<file path="src/rtl/scba_pkg.sv">
package scba_pkg;

  localparam int GRANULE_INDEX_BITS = 16;
  localparam int CLASS_COUNT = 14;
  localparam int QUEUE_DEPTH = 2;

  localparam int ADDR_BITS = 32;
  localparam int SIZE_BITS = 27;
  localparam int CLASS_BITS = 4;
  localparam int CFG_INDEX_BITS = 2;
  localparam int HDR_BYTES = 16;
  localparam int WINDOW_BYTES = 4 * 1024 * 1024;

  localparam logic OP_ALLOC = 1'b0;
  localparam logic OP_FREE = 1'b1;

  localparam logic [CFG_INDEX_BITS-1:0] REG_REGION_START = 2'd0;
  localparam logic [CFG_INDEX_BITS-1:0] REG_REGION_LIMIT = 2'd1;
  localparam logic [CFG_INDEX_BITS-1:0] REG_FRAME_WINDOW = 2'd2;

  typedef enum logic [1:0] {
    STATUS_DONE      = 2'd0,
    STATUS_SIZE      = 2'd1,
    STATUS_NO_MEMORY = 2'd2,
    STATUS_NO_HEAP   = 2'd3
  } status_t;

  typedef struct packed {
    logic [ADDR_BITS-1:0] region_start;
    logic [ADDR_BITS-1:0] region_limit;
    logic [ADDR_BITS-1:0] frame_window_start;
  } cfg_t;

  typedef struct packed {
    logic                  op;
    logic                  too_large;
    logic [CLASS_BITS-1:0] class_id;
    logic                  granule_ok;
  } cmd_t;

  typedef struct packed {
    logic [ADDR_BITS-1:0] address;
    logic [SIZE_BITS-1:0] size;
    status_t              status;
  } result_t;

  function automatic logic [SIZE_BITS-1:0] class_bytes(input logic [CLASS_BITS-1:0] k);
    logic [SIZE_BITS-1:0] b;
    case (k)
      4'd0:    b = 27'h40;
      4'd1:    b = 27'h400;
      4'd2:    b = 27'h1000;
      4'd3:    b = 27'h4000;
      4'd4:    b = 27'h8000;
      4'd5:    b = 27'h40000;
      4'd6:    b = 27'h80000;
      4'd7:    b = 27'h100000;
      4'd8:    b = 27'h200000;
      4'd9:    b = 27'h400000;
      4'd10:   b = 27'h800000;
      4'd11:   b = 27'h1000000;
      4'd12:   b = 27'h2000000;
      4'd13:   b = 27'h4000000;
      default: b = '0;
    endcase
    return b;
  endfunction

endpackage

</file>
<file path="src/rtl/scba_fifo.sv">
module scba_fifo #(
  parameter int WIDTH = $bits(scba_pkg::result_t),
  parameter int DEPTH = scba_pkg::QUEUE_DEPTH
) (
  input  logic             clk,
  input  logic             rst,
  input  logic             push,
  input  logic [WIDTH-1:0] wdata,
  output logic             full,
  input  logic             pop,
  output logic [WIDTH-1:0] rdata,
  output logic             empty
);

  localparam int PW = (DEPTH > 1) ? $clog2(DEPTH) : 1;
  localparam int CW = $clog2(DEPTH + 1);

  logic [WIDTH-1:0] mem [DEPTH];
  logic [PW-1:0] wr_ptr;
  logic [PW-1:0] rd_ptr;
  logic [CW-1:0] count;
  logic do_push;
  logic do_pop;

  assign full = (count == CW'(DEPTH));
  assign empty = (count == '0);
  assign do_push = push && !full;
  assign do_pop = pop && !empty;
  assign rdata = mem[rd_ptr];

  always_ff @(posedge clk) begin
    if (rst) begin
      wr_ptr <= '0;
      rd_ptr <= '0;
      count <= '0;
    end else begin
      if (do_push) begin
        wr_ptr <= (wr_ptr == PW'(DEPTH - 1)) ? '0 : wr_ptr + 1'b1;
      end
      if (do_pop) begin
        rd_ptr <= (rd_ptr == PW'(DEPTH - 1)) ? '0 : rd_ptr + 1'b1;
      end
      case ({do_push, do_pop})
        2'b10:   count <= count + 1'b1;
        2'b01:   count <= count - 1'b1;
        default: count <= count;
      endcase
    end
  end

  always_ff @(posedge clk) begin
    if (do_push) begin
      mem[wr_ptr] <= wdata;
    end
  end

endmodule

</file>
<file path="config.mk">
export PLATFORM = sky130hd
export DESIGN_NAME = scba_fifo
export DESIGN_NICKNAME = d
export VERILOG_FILES = /design/src/rtl/scba_pkg.sv /design/src/rtl/scba_fifo.sv
export SDC_FILE = /design/constraint.sdc
export NUM_CORES = 1
export LEC_CHECK = 0
export BUFFER_PORTS_ARGS = -buffer_cell sky130_fd_sc_hd__buf_2
export CORE_MARGIN = 1.5
export CORE_UTILIZATION = 51
export DETAILED_ROUTE_END_ITERATION = 8
export HOLD_SLACK_MARGIN = 0.12
export PLACE_DENSITY = 0.84
export SLEW_MARGIN = 10
export SYNTH_ARGS = -nofsm -noshare
export SYNTH_HDL_FRONTEND = slang
export SYNTH_SLANG_ARGS = --single-unit
</file>
<file path="constraint.sdc">
create_clock -name clk -period 5.15 [get_ports clk]
set_clock_uncertainty 0.2 [all_clocks]
set_input_delay 0.7725 -clock clk [delete_from_list [all_inputs] [get_ports clk]]
set_output_delay 0.7725 -clock clk [all_outputs]
set_load 0.05 [all_outputs]
</file>
==> impl_metrics.ini <==
[sta]
setup_viol = 0
tns_ns = 0
worst_slew_pin_slew_ns = 1.02
fmax_mhz = 286
period_minus_slack_ns = 3.50
fin_crit_sh_pct = 68.0
slew_headroom_pct = 32.1
maxSlewViolCount = 0
rsz0062_at_grt = no
setup_ws_ns = 1.65
finalHoldViolCount = 0

[setup_path]
cp.required_ns = 4.18
cp_max_fo = 43
cp-start-kind = flop
crit_arrival_ns = 2.53
worst-setup-path-type = flop to output pin
cp-end-kind = output pin
worstReg2RegStart = count[0]

[cts]
h-tree-depth = 4
post_cts_buffers = 0
clk_pin_slew_ns = 0.06
clock_latency_ns = 0.50
root_buffer = clkbuf_8
numCtsBuffers = 17
cts_hold_buf = 0
clock-sinks = 127
cts_tree = built
cts.repair.resized = 0
cts.path.max_buffers = 2

[global_route]
grt_max_degree = 44
grt_first_pass_wirelength_microns = 12000
grt-ovfl-total = 0
grt_pass1_vias = 2379
grt_usage_pct = 17.0
antenna_found_initial = 0

[die]
die_w_microns = 98.1
rows = 34
start_util_pct = 52.8
core_area_sq_mm = 0.00872
ios = 128
die_height_microns = 98.1
die_area_sq_mm = 0.00961

[routing]
first_pass_iters = 4
ant_nets = 0
routedWlPerCell_microns = 16.6
drt-initial-drc-count = 117
wl_microns = 7970
vias = 2403
post-route-drc-count = 0
viasPerCell = 5.02

[min_path]
hold_start = wdata[0]
hold_class = input pin to flop

[logic_synthesis]
synth_area_sq_mm = 0.00461
synth_nets = 282
yosysSeqAreaShare_pct = 81.7
avgSynthCellArea_sq_um = 21.3
ys_types = 18
synthCells = 216
yosysWarnings = 0
ys_ff_latch = 127

[cells_and_area]
drive_gt1_share_pct = 60.9
area_delta_synth_final_pct = 29.2
final_cells = 479
diodes = 0
fin_nets = 424

[job]
maxCapViolations = 0

[pwr]
p_total_w = 0.00375
leakage_nw = 2.26
p_per_area_mw_per_mm2 = 631
ir_drop_mv = 0.415

[placed_design]
post-place-ws_ns = 2.14
dp.cells = 447
port_buffers = 127
place_hpwl_microns = 5120
place.gp.congestion = 0.736

[status]
status = complete, no violations
## critical path: stages, from the launching register on
cell and delay (ns):
dfxtp_2 1.00, buf_4 0.42, mux2_2 0.38, buf_2 0.21
## through the flow
stage	instance area, sq um	hold slack [ns]	util, %
2_1_floorplan	4610	0.252	-
3_3_place_gp	5370	0.265	61.6
3_5_place_dp	5370	0.293	61.6
4_1_cts	5950	0.236	68.3
5_1_grt	5950	0.229	68.3
6_report	5950	0.254	68.3
## state kept, by name (all words and copies together), names as in the netlist, named ones only
| signal | cells |
|---|---|
| mem | 122 |
| count | 2 |
| rd_ptr | 1 |
| wr_ptr | 1 |
## logic make-up (layout without fill, tap and decap cells)
logic type	count (synthesis)	in the layout	synth area share, %
flops	127	127	81.7
simple gates	9	9	1.00
compound gates	5	5	0.597
buf+inv	10	165	0.977
xor+xnor	3	3	0.570
mux	61	61	14.9
fa+ha+maj	1	1	0.271
## synth_stat cells
cell type	count	area, sq um
a21oi_1	2	10.0
clkbuf_1	1	3.75
edfxtp_1	122	3660
or3_1	2	12.5
nand2_1	1	3.75
mux2_2	61	687
nand2b_2	1	8.76
o21ai_0	2	10.0
dfxtp_1	5	100
inv_1	2	7.51
xnor2_1	2	17.5
inv_2	1	3.75
xor2_1	1	8.76
ha_1	1	12.5
and3_1	1	6.26
nor2_1	4	15.0
o21a_1	1	7.51
buf_2	6	30.0
## worst paths after layout
check / end / slack [ns] / depth (start not counted)
max: rdata[41] / 1.65 / 3
min: mem[0][0] / 0.25 / 1
max reg2reg: mem[0][34] / 2.59 / 5
min reg2reg: wr_ptr / 0.30 / 2
## layer usage
layer | up-vias | part of all wire [%] | global-route usage [%]
met2 | 101 | 51 | 27.6
met5 | - | 0 | 0
met3 | 6 | 7.3 | 6.59
li1 | 1140 | - | -
met1 | 1156 | 41 | 20.9
met4 | 0 | 0.82 | 5.82
## area by class of cell
cell class / instances / area (sq um)
clock buffer: 17 / 414
tap: 108 / 135
fill: 586 / 2770
inverter: 3 / 11.3
clock inverter: 15 / 169
multi-input combinational: 79 / 801
sequential: 127 / 3760
timing repair buffer: 130 / 658
## cells in the final DEF, fill, tap and decap left out, types with 2 or more instances in the layout
| cell type | count |
|---|---|
| clkinv_2 | 3 |
| bufinv_16 | 3 |
| o21ai_0 | 2 |
| inv_6 | 2 |
| nor2_1 | 4 |
| clkinvlp_4 | 4 |
| buf_2 | 127 |
| clkinv_1 | 2 |
| xnor2_1 | 2 |
| edfxtp_1 | 122 |
| or3_1 | 2 |
| mux2_2 | 61 |
| inv_2 | 2 |
| clkbuf_16 | 16 |
| buf_4 | 3 |
| dfxtp_1 | 4 |
| a21oi_1 | 2 |
## where the power goes
| part | total, W | switching [W] | internal (W) |
|---|---|---|---|
| clock | 0.00115 | 0.000416 | 0.000733 |
| combinational | 0.00121 | 0.000865 | 0.000343 |
| sequential | 0.00140 | 0.0000907 | 0.00131 |
| total | 0.00375 | 0.00137 | 0.00238 |
Power figures use the tool's default switching activity.
