File: src/rtl/scba_pkg.sv
package scba_pkg;

  localparam int GRANULE_INDEX_BITS = 16;
  localparam int CLASS_COUNT = 14;
  localparam int QUEUE_DEPTH = 2;

  localparam int ADDR_BITS = 32;
  localparam int SIZE_BITS = 27;
  localparam int CLASS_BITS = 4;
  localparam int CFG_INDEX_BITS = 2;
  localparam int HDR_BYTES = 16;
  localparam int WINDOW_BYTES = 4 * 1024 * 1024;

  localparam logic OP_ALLOC = 1'b0;
  localparam logic OP_FREE = 1'b1;

  localparam logic [CFG_INDEX_BITS-1:0] REG_REGION_START = 2'd0;
  localparam logic [CFG_INDEX_BITS-1:0] REG_REGION_LIMIT = 2'd1;
  localparam logic [CFG_INDEX_BITS-1:0] REG_FRAME_WINDOW = 2'd2;

  typedef enum logic [1:0] {
    STATUS_DONE      = 2'd0,
    STATUS_SIZE      = 2'd1,
    STATUS_NO_MEMORY = 2'd2,
    STATUS_NO_HEAP   = 2'd3
  } status_t;

  typedef struct packed {
    logic [ADDR_BITS-1:0] region_start;
    logic [ADDR_BITS-1:0] region_limit;
    logic [ADDR_BITS-1:0] frame_window_start;
  } cfg_t;

  typedef struct packed {
    logic                  op;
    logic                  too_large;
    logic [CLASS_BITS-1:0] class_id;
    logic                  granule_ok;
  } cmd_t;

  typedef struct packed {
    logic [ADDR_BITS-1:0] address;
    logic [SIZE_BITS-1:0] size;
    status_t              status;
  } result_t;

  function automatic logic [SIZE_BITS-1:0] class_bytes(input logic [CLASS_BITS-1:0] k);
    logic [SIZE_BITS-1:0] b;
    case (k)
      4'd0:    b = 27'h40;
      4'd1:    b = 27'h400;
      4'd2:    b = 27'h1000;
      4'd3:    b = 27'h4000;
      4'd4:    b = 27'h8000;
      4'd5:    b = 27'h40000;
      4'd6:    b = 27'h80000;
      4'd7:    b = 27'h100000;
      4'd8:    b = 27'h200000;
      4'd9:    b = 27'h400000;
      4'd10:   b = 27'h800000;
      4'd11:   b = 27'h1000000;
      4'd12:   b = 27'h2000000;
      4'd13:   b = 27'h4000000;
      default: b = '0;
    endcase
    return b;
  endfunction

endpackage

File: src/rtl/scba_front.sv
module scba_front #(
  parameter int GRANULE_INDEX_BITS = scba_pkg::GRANULE_INDEX_BITS,
  parameter int CLASS_COUNT = scba_pkg::CLASS_COUNT
) (
  input  logic                           operation,
  input  logic [scba_pkg::ADDR_BITS-1:0] request_size,
  input  logic [scba_pkg::ADDR_BITS-1:0] block_address,
  input  logic [scba_pkg::ADDR_BITS-1:0] region_start,
  output scba_pkg::cmd_t                 cmd,
  output logic [GRANULE_INDEX_BITS-1:0]  granule
);

  logic [scba_pkg::ADDR_BITS+1:0] off;
  logic too_large;
  logic [scba_pkg::CLASS_BITS-1:0] class_id;

  // smallest class that holds the request wins
  always_comb begin
    too_large = 1'b1;
    class_id = '0;
    for (int k = CLASS_COUNT - 1; k >= 0; k--) begin
      if ({5'b0, scba_pkg::class_bytes(4'(k))} >= request_size) begin
        too_large = 1'b0;
        class_id = 4'(k);
      end
    end
  end

  assign off = {2'b00, block_address} - {2'b00, region_start}
               - 34'(scba_pkg::HDR_BYTES);
  assign granule = off[4 +: GRANULE_INDEX_BITS];

  always_comb begin
    cmd.op = operation;
    cmd.too_large = too_large;
    cmd.class_id = class_id;
    cmd.granule_ok = !off[33] && (off[3:0] == 4'd0)
                     && ((off[32:4] >> GRANULE_INDEX_BITS) == '0);
  end

endmodule

File: config.mk
export PLATFORM = sky130hd
export DESIGN_NAME = scba_front
export DESIGN_NICKNAME = d
export VERILOG_FILES = /design/src/rtl/scba_pkg.sv /design/src/rtl/scba_front.sv
export SDC_FILE = /design/constraint.sdc
export NUM_CORES = 1
export LEC_CHECK = 0
export ABC_CLOCK_PERIOD_IN_PS = 4800
export BUFFER_PORTS_ARGS = -buffer_cell sky130_fd_sc_hd__buf_2
export CORE_ASPECT_RATIO = 0.75
export CORE_MARGIN = 2
export CORE_UTILIZATION = 25
export DETAILED_ROUTE_END_ITERATION = 8
export PLACE_DENSITY_LB_ADDON = 0.08
export SLEW_MARGIN = 20
export SYNTH_ARGS = -nofsm -noshare
export SYNTH_HDL_FRONTEND = slang
export SYNTH_SLANG_ARGS = --single-unit
File: constraint.sdc
create_clock -name vclk -period 4.8
set_clock_uncertainty 0.05 [all_clocks]
set_input_delay 0.24 -clock vclk [all_inputs]
set_output_delay 0.24 -clock vclk [all_outputs]
set_load 0.02 [all_outputs]
==> summary.md, run 1 <==
| Metric | Value |
|---|---|
| Status | `finished, final reports clean` |
| Row cnt | `35` |
| Crit Path Class | `in2out` |
| Starting density of the core | `26.0%` |
| RSZ-0062 raised after global routing | `false` |
| Filler Cells Inserted | `1,448` |
| HP Start | `operation` |
| GRT Util Overall | `14.4%` |
| Final period util | `92.5%` |
| Worst-path maximum fanout | `5` |
| Cell variety after synth | `86` |
| Mean Syn Cell Area | `6.74 um^2` |
| Hold Path Depth | `0` |
| # port buffers | `118` |
| Fin crit period | `4.44 ns` |
| Peak supply drop | `0.0706 mV` |
| Initial DRC Count | `151` |
| # IOs | `120` |
| Post-CTS Resized | `0` |
| Share of cells above drive strength 1 | `26.8%` |
| Placed wire-length estimate | `9.08 mm` |
| Critical path data required time | `4.51 ns` |
| Post-CTS Setup Bufs | `0` |
| Worst-Margin Slew | `0.666 ns` |
| Die height | `102 um` |
| Total Wirelength | `10.4 mm` |
| Drt first pass iters | `5` |
| Net Count, Synth | `610` |
| Diode count | `0` |
| Gr ovfl total | `0` |
| Register area share after synthesis | `0%` |
| HP Class | `in2out` |
| Inst Count DP | `756` |
| FMAX | `0.225 GHz` |
| CP arrival | `4.15 ns` |
| Final instance count without filler cells | `756` |
| Synth top area share | `12.8%` |
| RD Place Congestion | `0.793` |
| Vias in the first global route | `3,495` |
| Mapped Area | `3230 um^2` |
| Commonest non-fill, non-tap cells in the layout | `buf_2, inv_1, nand2_1, nor2_1, ha_1` |
| Slew margin rel. | `54.4%` |
| P per Cell Area | `147 nW/um^2` |
| Hold_buf cts | `0` |
| Maxcap violations | `0` |
| Count of final hold-check violations | `0` |
| Ys Warns | `0` |
| Worst Hold Path EP | `cmd[6]` |
| CP Launch Type | `input pin` |
| Pleak | `1.92 nW` |
| Initial antenna violation count | `0` |
| Layout overhead on the synthesized area | `24.2%` |
| Die outline area | `13,900 um^2` |
| Routed len/inst | `13.7 um` |
| Layout clock buffer count | `0` |
| Via count | `3,865` |
| Largest net degree at the start of global routing | `12` |
| Final setup fails | `0` |
| Horiz. Die Dim | `135 um` |
| Flip-flop and latch area | `0 um^2` |
| Synth area leaders | `ha_1, inv_1, nand2_1, a21oi_1, xor2_1` |
| Post-synthesis cell type with the largest combined area | `ha_1` |
| Routed Antenna Nets | `0` |
| Layout net count | `723` |
| Most common cell after layout, fill and taps aside | `buf_2` |
| Cell count after synthesis | `479` |
| Final total power | `0.589 mW` |
| Crit end category | `primary output` |
| Vias per std cell | `5.11` |
| Core ar. | `12,400 um^2` |
| Seq_cells | `0` |
| Setup total negative slack | `0 ns` |
| # DRC | `0` |
| Pins Over Slew Limit | `0` |
| Global-route wire length before repair | `16.8 mm` |
worst max path at each step:
stage	from	slack [ns]	cells after the start	end
final	block_address[0]	0.36	16	cmd[0]
after global routing	block_address[0]	0.13	16	cmd[0]
after CTS	block_address[0]	0.34	16	cmd[0]
after detailed placement	block_address[0]	0.35	16	cmd[0]
after global placement	block_address[0]	0.42	16	cmd[0]
after floorplan	block_address[0]	0.65	15	cmd[0]
synthesized netlist by cell type, types with 4 or more instances:
cell and count:
a2111oi_0 5, a211oi_1 6, a21o_1 14, a21oi_1 28, a31oi_1 9, and3_1 4
buf_2 5, clkbuf_1 7, ha_1 33, inv_1 50, nand2_1 41, nand2b_1 5
nand3_1 9, nand4_1 12, nor2_1 37, nor2b_1 5, nor3_1 16, nor4_1 9
o211a_1 6, o21a_1 6, o21ai_0 27, o21ai_1 4, o21bai_1 6, or2_2 5
or3_1 5, or4_1 9, xnor2_1 10, xor2_1 16
where the power goes:
| part | switching (mW) | internal, mW |
|---|---|---|
| sequential | 0 | 0 |
| combinational | 0.354 | 0.235 |
| clock | 0 | 0 |
layer usage:
metal	GRT usage [%]	share of wire [%]
met1	22.9	54
met2	21.6	39
met3	0.645	5.4
met4	1.68	0.94
met5	0	0
stage by stage:
step | setup WS, ns | hold WS [ns] | cell area [um^2] | util (%)
floorplan | 0.650 | 0.543 | 3230 | -
CTS | 0.341 | 0.430 | 4010 | 32.2
global placement | 0.418 | 0.430 | 4010 | 32.2
finish | 0.362 | 0.430 | 4010 | 32.2
global route | 0.131 | 0.430 | 4010 | 32.2
detailed placement | 0.348 | 0.430 | 4010 | 32.2
critical path, cell delays in order:
cell and delay (ns):
buf_2 0.10, inv_1 0.05, ha_1 0.18, inv_1 0.06
fa_1 0.40, a21o_2 0.27, a221oi_4 0.36, o21bai_4 0.13
xor2_2 0.18, a211oi_4 0.28, or4b_4 0.52, or3_4 0.42
o32ai_2 0.26, o311ai_1 0.15, nor4_2 0.32, buf_2 0.22
logic make-up after synthesis:
kind of cell,share of synthesized area (%)
adders and majority gates,13.7
AOI/OAI and AO/OA,37.8
muxes,0.659
and+or+nand+nor,31.3
buffers and inverters,8.45
xor gates and xnor gates,8.06
area by class of cell:
class                      count  area, um^2  share of cell area, %
inverter                      50         188                   4.68
timing repair buffer         127         658                   16.4
tap                          166         208                   5.18
multi-input combinational    413        2960                   73.7
No activity file was read; power rests on OpenSTA's default activity.
==> inputs of run 2 (changes only) <==
--- a/config.mk
+++ b/config.mk
@@ -12,6 +12,7 @@
 export CORE_UTILIZATION = 25
 export DETAILED_ROUTE_END_ITERATION = 8
 export PLACE_DENSITY_LB_ADDON = 0.08
+export RECOVER_POWER = 100
 export SLEW_MARGIN = 20
 export SYNTH_ARGS = -nofsm -noshare
 export SYNTH_HDL_FRONTEND = slang
==> run 2 against run 1 <==
Compared with the run above: non-clock buffer count unchanged; global-route usage unchanged; worst hold slack unchanged; critical path type unchanged; highest routed layer unchanged.
==> summary.md, run 2 (synthesized netlist as in run 1, its figures left out) <==
| Metric | Value |
|---|---|
| Combinational share of power | `100.0% (about the same)` |
| Pins Over Slew Limit | `0 (unchanged)` |
| Crit end category | `primary output` |
| Vias per std cell | `5.12 (about the same)` |
| Count of final hold-check violations | `0 (unchanged)` |
| Crit Path Class | `in2out` |
| Placed wire-length estimate | `9.08 mm (unchanged)` |
| FMAX | `0.223 GHz (-0.99%)` |
| # port buffers | `118 (unchanged)` |
| Diode count | `0 (unchanged)` |
| Final instance count without filler cells | `756 (unchanged)` |
| Gr ovfl total | `0 (unchanged)` |
| CP arrival | `4.19 ns (+0.04 ns)` |
| Pint | `0.225 mW (-4.0%)` |
| Most common cell after layout, fill and taps aside | `buf_2` |
| Die height | `102 um (unchanged)` |
| Slew margin rel. | `54.3% (-0.18 points)` |
| Global-route wire length before repair | `16.8 mm (unchanged)` |
| Starting density of the core | `26.0% (unchanged)` |
| Initial DRC Count | `172 (+14%)` |
| Worst-path maximum fanout | `5 (unchanged)` |
| Peak supply drop | `0.0663 mV (-6.1%)` |
| Drt first pass iters | `4 (-1)` |
| # DRC | `0 (unchanged)` |
| Critical path's top delay family | `compound AO/OA/AOI/OAI gates` |
| CP max stage delay | `0.52 ns (about the same)` |
| Slowest CP cell | `or4b_4` |
| CP Launch Type | `input pin` |
| Maxcap violations | `0 (unchanged)` |
| Clk pwr share | `0% (unchanged)` |
| Switching share of power | `61.2% (+1.0 points)` |
| Sw power | `0.354 mW (about the same)` |
| Placed Area | `4010 um^2 (unchanged)` |
| HP Start | `operation` |
| Routed Antenna Nets | `0 (unchanged)` |
| Routed len/inst | `13.7 um (about the same)` |
| Seq_cells | `0 (unchanged)` |
| Horiz. Die Dim | `135 um (unchanged)` |
| Post-CTS Resized | `0 (unchanged)` |
| Area taken by multi-input logic gates | `2960 um^2 (unchanged)` |
| Core ar. | `12,400 um^2 (unchanged)` |
| Hold Path Depth | `0 (unchanged)` |
| Fin crit period | `4.48 ns (+0.0445 ns)` |
| # IOs | `120 (unchanged)` |
| CP bufs+invs | `4 (unchanged)` |
| Inst Count DP | `756 (unchanged)` |
| Status | `finished, final reports clean` |
| Cells along the critical path | `buf_2 -> inv_1 -> ha_1 -> inv_1 -> fa_1 -> a21o_2 -> a221oi_4 -> o21bai_4 -> xor2_2 -> a211oi_4 -> or4b_4 -> or3_4 -> o32ai_2 -> o311ai_1 -> nor4_2 -> clkbuf_1` |
| Vias in the first global route | `3,495 (unchanged)` |
| Final period util | `93.4% (+0.93 points)` |
| Layout net count | `723 (unchanged)` |
| Die outline area | `13,900 um^2 (unchanged)` |
| Row cnt | `35 (unchanged)` |
| Flop pwr share | `0% (unchanged)` |
| RSZ-0062 raised after global routing | `false` |
| Total Wirelength | `10.4 mm (about the same)` |
| Largest net degree at the start of global routing | `12 (unchanged)` |
| Flip-flop and latch area | `0 um^2 (unchanged)` |
| Layout clock buffer count | `0 (unchanged)` |
| Design area | `3980 um^2 (-0.75%)` |
| HP Class | `in2out` |
| Via count | `3,868 (+0.078%)` |
| RD Place Congestion | `0.793 (unchanged)` |
| Share of cells above drive strength 1 | `23.4% (-3.4 points)` |
| GRT Util Overall | `14.4% (unchanged)` |
| Setup total negative slack | `0 ns (unchanged)` |
| Hold_buf cts | `0 (unchanged)` |
| Critical path data required time | `4.51 ns (about the same)` |
| Worst Hold Path EP | `cmd[6]` |
| Filler Cells Inserted | `1,454 (+0.41%)` |
| Post-CTS Setup Bufs | `0 (unchanged)` |
| Worst-Margin Slew | `0.669 ns (+0.00262 ns)` |
| Pleak | `1.85 nW (-3.4%)` |
| Commonest non-fill, non-tap cells in the layout | `buf_2, inv_1, nand2_1, nor2_1, ha_1` |
| Final setup fails | `0 (unchanged)` |
| Hold_ws | `0.430 ns (unchanged)` |
| Initial antenna violation count | `0 (unchanged)` |
| Top cell by count, worst path | `inv_1` |
| Layout overhead on the synthesized area | `23.2%` |
| P per Cell Area | `146 nW/um^2 (-0.83%)` |
-- run 2: worst max path at each step --
stage / startpoint / to / slack, ns / cells after the start
4_1_cts: block_address[0] / cmd[0] / 0.34 / 16
5_1_grt: block_address[0] / cmd[0] / 0.08 / 16
3_3_place_gp: block_address[0] / cmd[0] / 0.42 / 16
3_5_place_dp: block_address[0] / cmd[0] / 0.35 / 16
2_1_floorplan: block_address[0] / cmd[0] / 0.65 / 15
6_report: block_address[0] / cmd[0] / 0.32 / 16
-- run 2: layout make-up --
type               count  share of cell area, %
repair buffers       127                   15.8
inverters             50                   4.72
multi-input cells    413                   74.3
well taps            166                   5.22
-- run 2: power by group through the flow --
stage               Sequential (mW)  Combinational (mW)  Clock [mW]
detailed placement                0               0.587           0
global route                      0               0.642           0
CTS                               0               0.590           0
floorplan                         0               0.406           0
global placement                  0               0.586           0
finish                            0               0.580           0
-- run 2: layer usage --
| layer | GRT usage, % | vias to the layer above | routed length, um |
|---|---|---|---|
| li1 | - | 2034 | - |
| met1 | 22.9 | 1715 | 5570 |
| met2 | 21.6 | 113 | 4040 |
| met3 | 0.645 | 6 | 670 |
| met4 | 1.68 | 0 | 97 |
| met5 | 0 | - | 0 |
-- run 2: metrics by stage --
| step | setup WS (ns) | util (%) | power (mW) |
|---|---|---|---|
| 2_1_floorplan | 0.650 | - | 0.406 |
| 3_3_place_gp | 0.418 | 32.2 | 0.586 |
| 3_5_place_dp | 0.348 | 32.2 | 0.587 |
| 4_1_cts | 0.341 | 32.2 | 0.590 |
| 5_1_grt | 0.0769 | 32.0 | 0.642 |
| 6_report | 0.318 | 32.0 | 0.580 |
==> inputs of run 3 (changes only) <==
--- a/config.mk
+++ b/config.mk
@@ -9,7 +9,7 @@
 export BUFFER_PORTS_ARGS = -buffer_cell sky130_fd_sc_hd__buf_2
 export CORE_ASPECT_RATIO = 0.75
 export CORE_MARGIN = 2
-export CORE_UTILIZATION = 25
+export CORE_UTILIZATION = 45
 export DETAILED_ROUTE_END_ITERATION = 8
 export PLACE_DENSITY_LB_ADDON = 0.08
 export RECOVER_POWER = 100
==> run 3 against run 2 <==
Compared with the run above: setup slack lost 0.056 ns; largest power group unchanged; largest cell class unchanged; die area shrank 43%; utilization rose by 24 points; highest routed layer unchanged.
==> summary.md, run 3 (synthesized netlist as in run 1, its figures left out) <==
| Metric | Value |
|---|---|
| RSZ-0062 raised after global routing | `false` |
| FMAX | `0.220 GHz (-1.2%)` |
| Hold Path Depth | `0 (unchanged)` |
| Core ar. | `6900 um^2 (-45%)` |
| Sw power | `0.341 mW (-3.8%)` |
| Commonest non-fill, non-tap cells in the layout | `buf_2, inv_1, nand2_1, nor2_1, ha_1` |
| Layout overhead on the synthesized area | `19.2%` |
| Post-CTS Setup Bufs | `0 (unchanged)` |
| Final worst slack | `0.262 ns (-0.0558 ns)` |
| Critical path data required time | `4.51 ns (about the same)` |
| # IOs | `120 (unchanged)` |
| Placed Area | `3890 um^2 (-3.1%)` |
| CP max stage delay | `0.55 ns (+0.03 ns)` |
| Status | `finished, final reports clean` |
| Vias in the first global route | `3,353 (-4.1%)` |
| Critical path's top delay family | `compound AO/OA/AOI/OAI gates` |
| Switching share of power | `61.0% (-0.19 points)` |
| Final setup fails | `0 (unchanged)` |
| Diode count | `0 (unchanged)` |
| HP Class | `in2out` |
| Vias per std cell | `5.77 (+13%)` |
| Initial DRC Count | `181 (+5.2%)` |
| Setup total negative slack | `0 ns (unchanged)` |
| GRT Util Overall | `22.0% (+7.6 points)` |
| Combinational share of power | `100.0% (about the same)` |
| Fin crit period | `4.54 ns (+0.0558 ns)` |
| Routed Antenna Nets | `0 (unchanged)` |
| Area taken by multi-input logic gates | `2940 um^2 (-0.42%)` |
| Clk pwr share | `0% (unchanged)` |
| CP Launch Type | `input pin` |
| CP bufs+invs | `4 (unchanged)` |
| Global-route wire length before repair | `15.0 mm (-11%)` |
| Pint | `0.218 mW (-3.0%)` |
| Crit end category | `primary output` |
| Drt first pass iters | `5 (+1)` |
| Die outline area | `7880 um^2 (-43%)` |
| Peak supply drop | `0.0689 mV (+3.9%)` |
| Layout net count | `718 (-0.69%)` |
| Layout clock buffer count | `0 (unchanged)` |
| Worst-path maximum fanout | `5 (unchanged)` |
| Design area | `3850 um^2 (-3.3%)` |
| Row cnt | `26 (-26%)` |
| # port buffers | `118 (unchanged)` |
| Horiz. Die Dim | `102 um (-25%)` |
| Worst-Margin Slew | `0.719 ns (+0.0504 ns)` |
| Gr ovfl total | `0 (unchanged)` |
| Routed len/inst | `13.6 um (-1.3%)` |
| Cells along the critical path | `buf_2 -> inv_1 -> ha_1 -> inv_1 -> fa_1 -> a21o_2 -> a221oi_4 -> o21bai_4 -> xor2_2 -> a211oi_1 -> or4b_4 -> or3_4 -> o32ai_2 -> o311ai_1 -> nor4_2 -> buf_2` |
| Die height | `77.4 um (-24%)` |
| Post-CTS Resized | `0 (unchanged)` |
| Hold_buf cts | `0 (unchanged)` |
| RD Place Congestion | `0.879 (+11%)` |
| Post-layout util | `55.8% (+24 points)` |
| HP Start | `operation` |
| # DRC | `0 (unchanged)` |
| Share of cells above drive strength 1 | `22.7% (-0.65 points)` |
| Inst Count DP | `683 (-9.7%)` |
| Via count | `3,939 (+1.8%)` |
| Total Wirelength | `9.26 mm (-11%)` |
| Crit Path Class | `in2out` |
| Slew margin rel. | `50.8% (-3.4 points)` |
| Starting density of the core | `46.8% (+21 points)` |
| Placed wire-length estimate | `7.90 mm (-13%)` |
| P per Cell Area | `145 nW/um^2 (-0.15%)` |
| Final total power | `0.560 mW (-3.4%)` |
| Slowest CP cell | `or4b_4` |
| CP arrival | `4.25 ns (+0.06 ns)` |
| Flip-flop and latch area | `0 um^2 (unchanged)` |
| Final period util | `94.5% (+1.2 points)` |
| Filler Cells Inserted | `735 (-49%)` |
| Seq_cells | `0 (unchanged)` |
| Hold_ws | `0.430 ns (unchanged)` |
| Worst slack, placed | `0.454 ns (+0.106 ns)` |
| Flop pwr share | `0% (unchanged)` |
| Pins Over Slew Limit | `0 (unchanged)` |
| Worst Setup SP | `block_address[0]` |
| Count of final hold-check violations | `0 (unchanged)` |
| Levels on crit path | `16 (unchanged)` |
| Final instance count without filler cells | `683 (-9.7%)` |
| Largest net degree at the start of global routing | `12 (unchanged)` |
| Pleak | `1.83 nW (-1.1%)` |
| Most common cell after layout, fill and taps aside | `buf_2` |
| Initial antenna violation count | `0 (unchanged)` |
| Maxcap violations | `0 (unchanged)` |
run 3: changes by cell type in the layout (fill, tap and decap cells not counted), sizes merged:
cell	previous run	this run
buf	107	103
clkbuf	20	19
run 3: path summary, 6_finish.rpt:
check | slack [ns] | to
hold / removal | 0.43 | cmd[6]
setup / recovery | 0.26 | cmd[0]
run 3: power by group through the flow:
stage / Clock (mW) / Combinational [mW] / Sequential (mW)
6_report: 0 / 0.560 / 0
5_1_grt: 0 / 0.613 / 0
4_1_cts: 0 / 0.568 / 0
3_5_place_dp: 0 / 0.565 / 0
3_3_place_gp: 0 / 0.559 / 0
2_1_floorplan: 0 / 0.406 / 0
run 3: cell type report:
cell class,instances,share of cell area [%]
repair buffers,122,15.4
well taps,98,3.19
multi-input cells,413,76.5
inverters,50,4.88
run 3: routing by layer:
metal / GRT usage (%) / up-vias / wire length [um]
li1: - / 2026 / -
met1: 34.8 / 1760 / 4670
met2: 34.3 / 147 / 3890
met3: 0.721 / 6 / 663
met4: 1.33 / 0 / 33
met5: 0 / - / 0
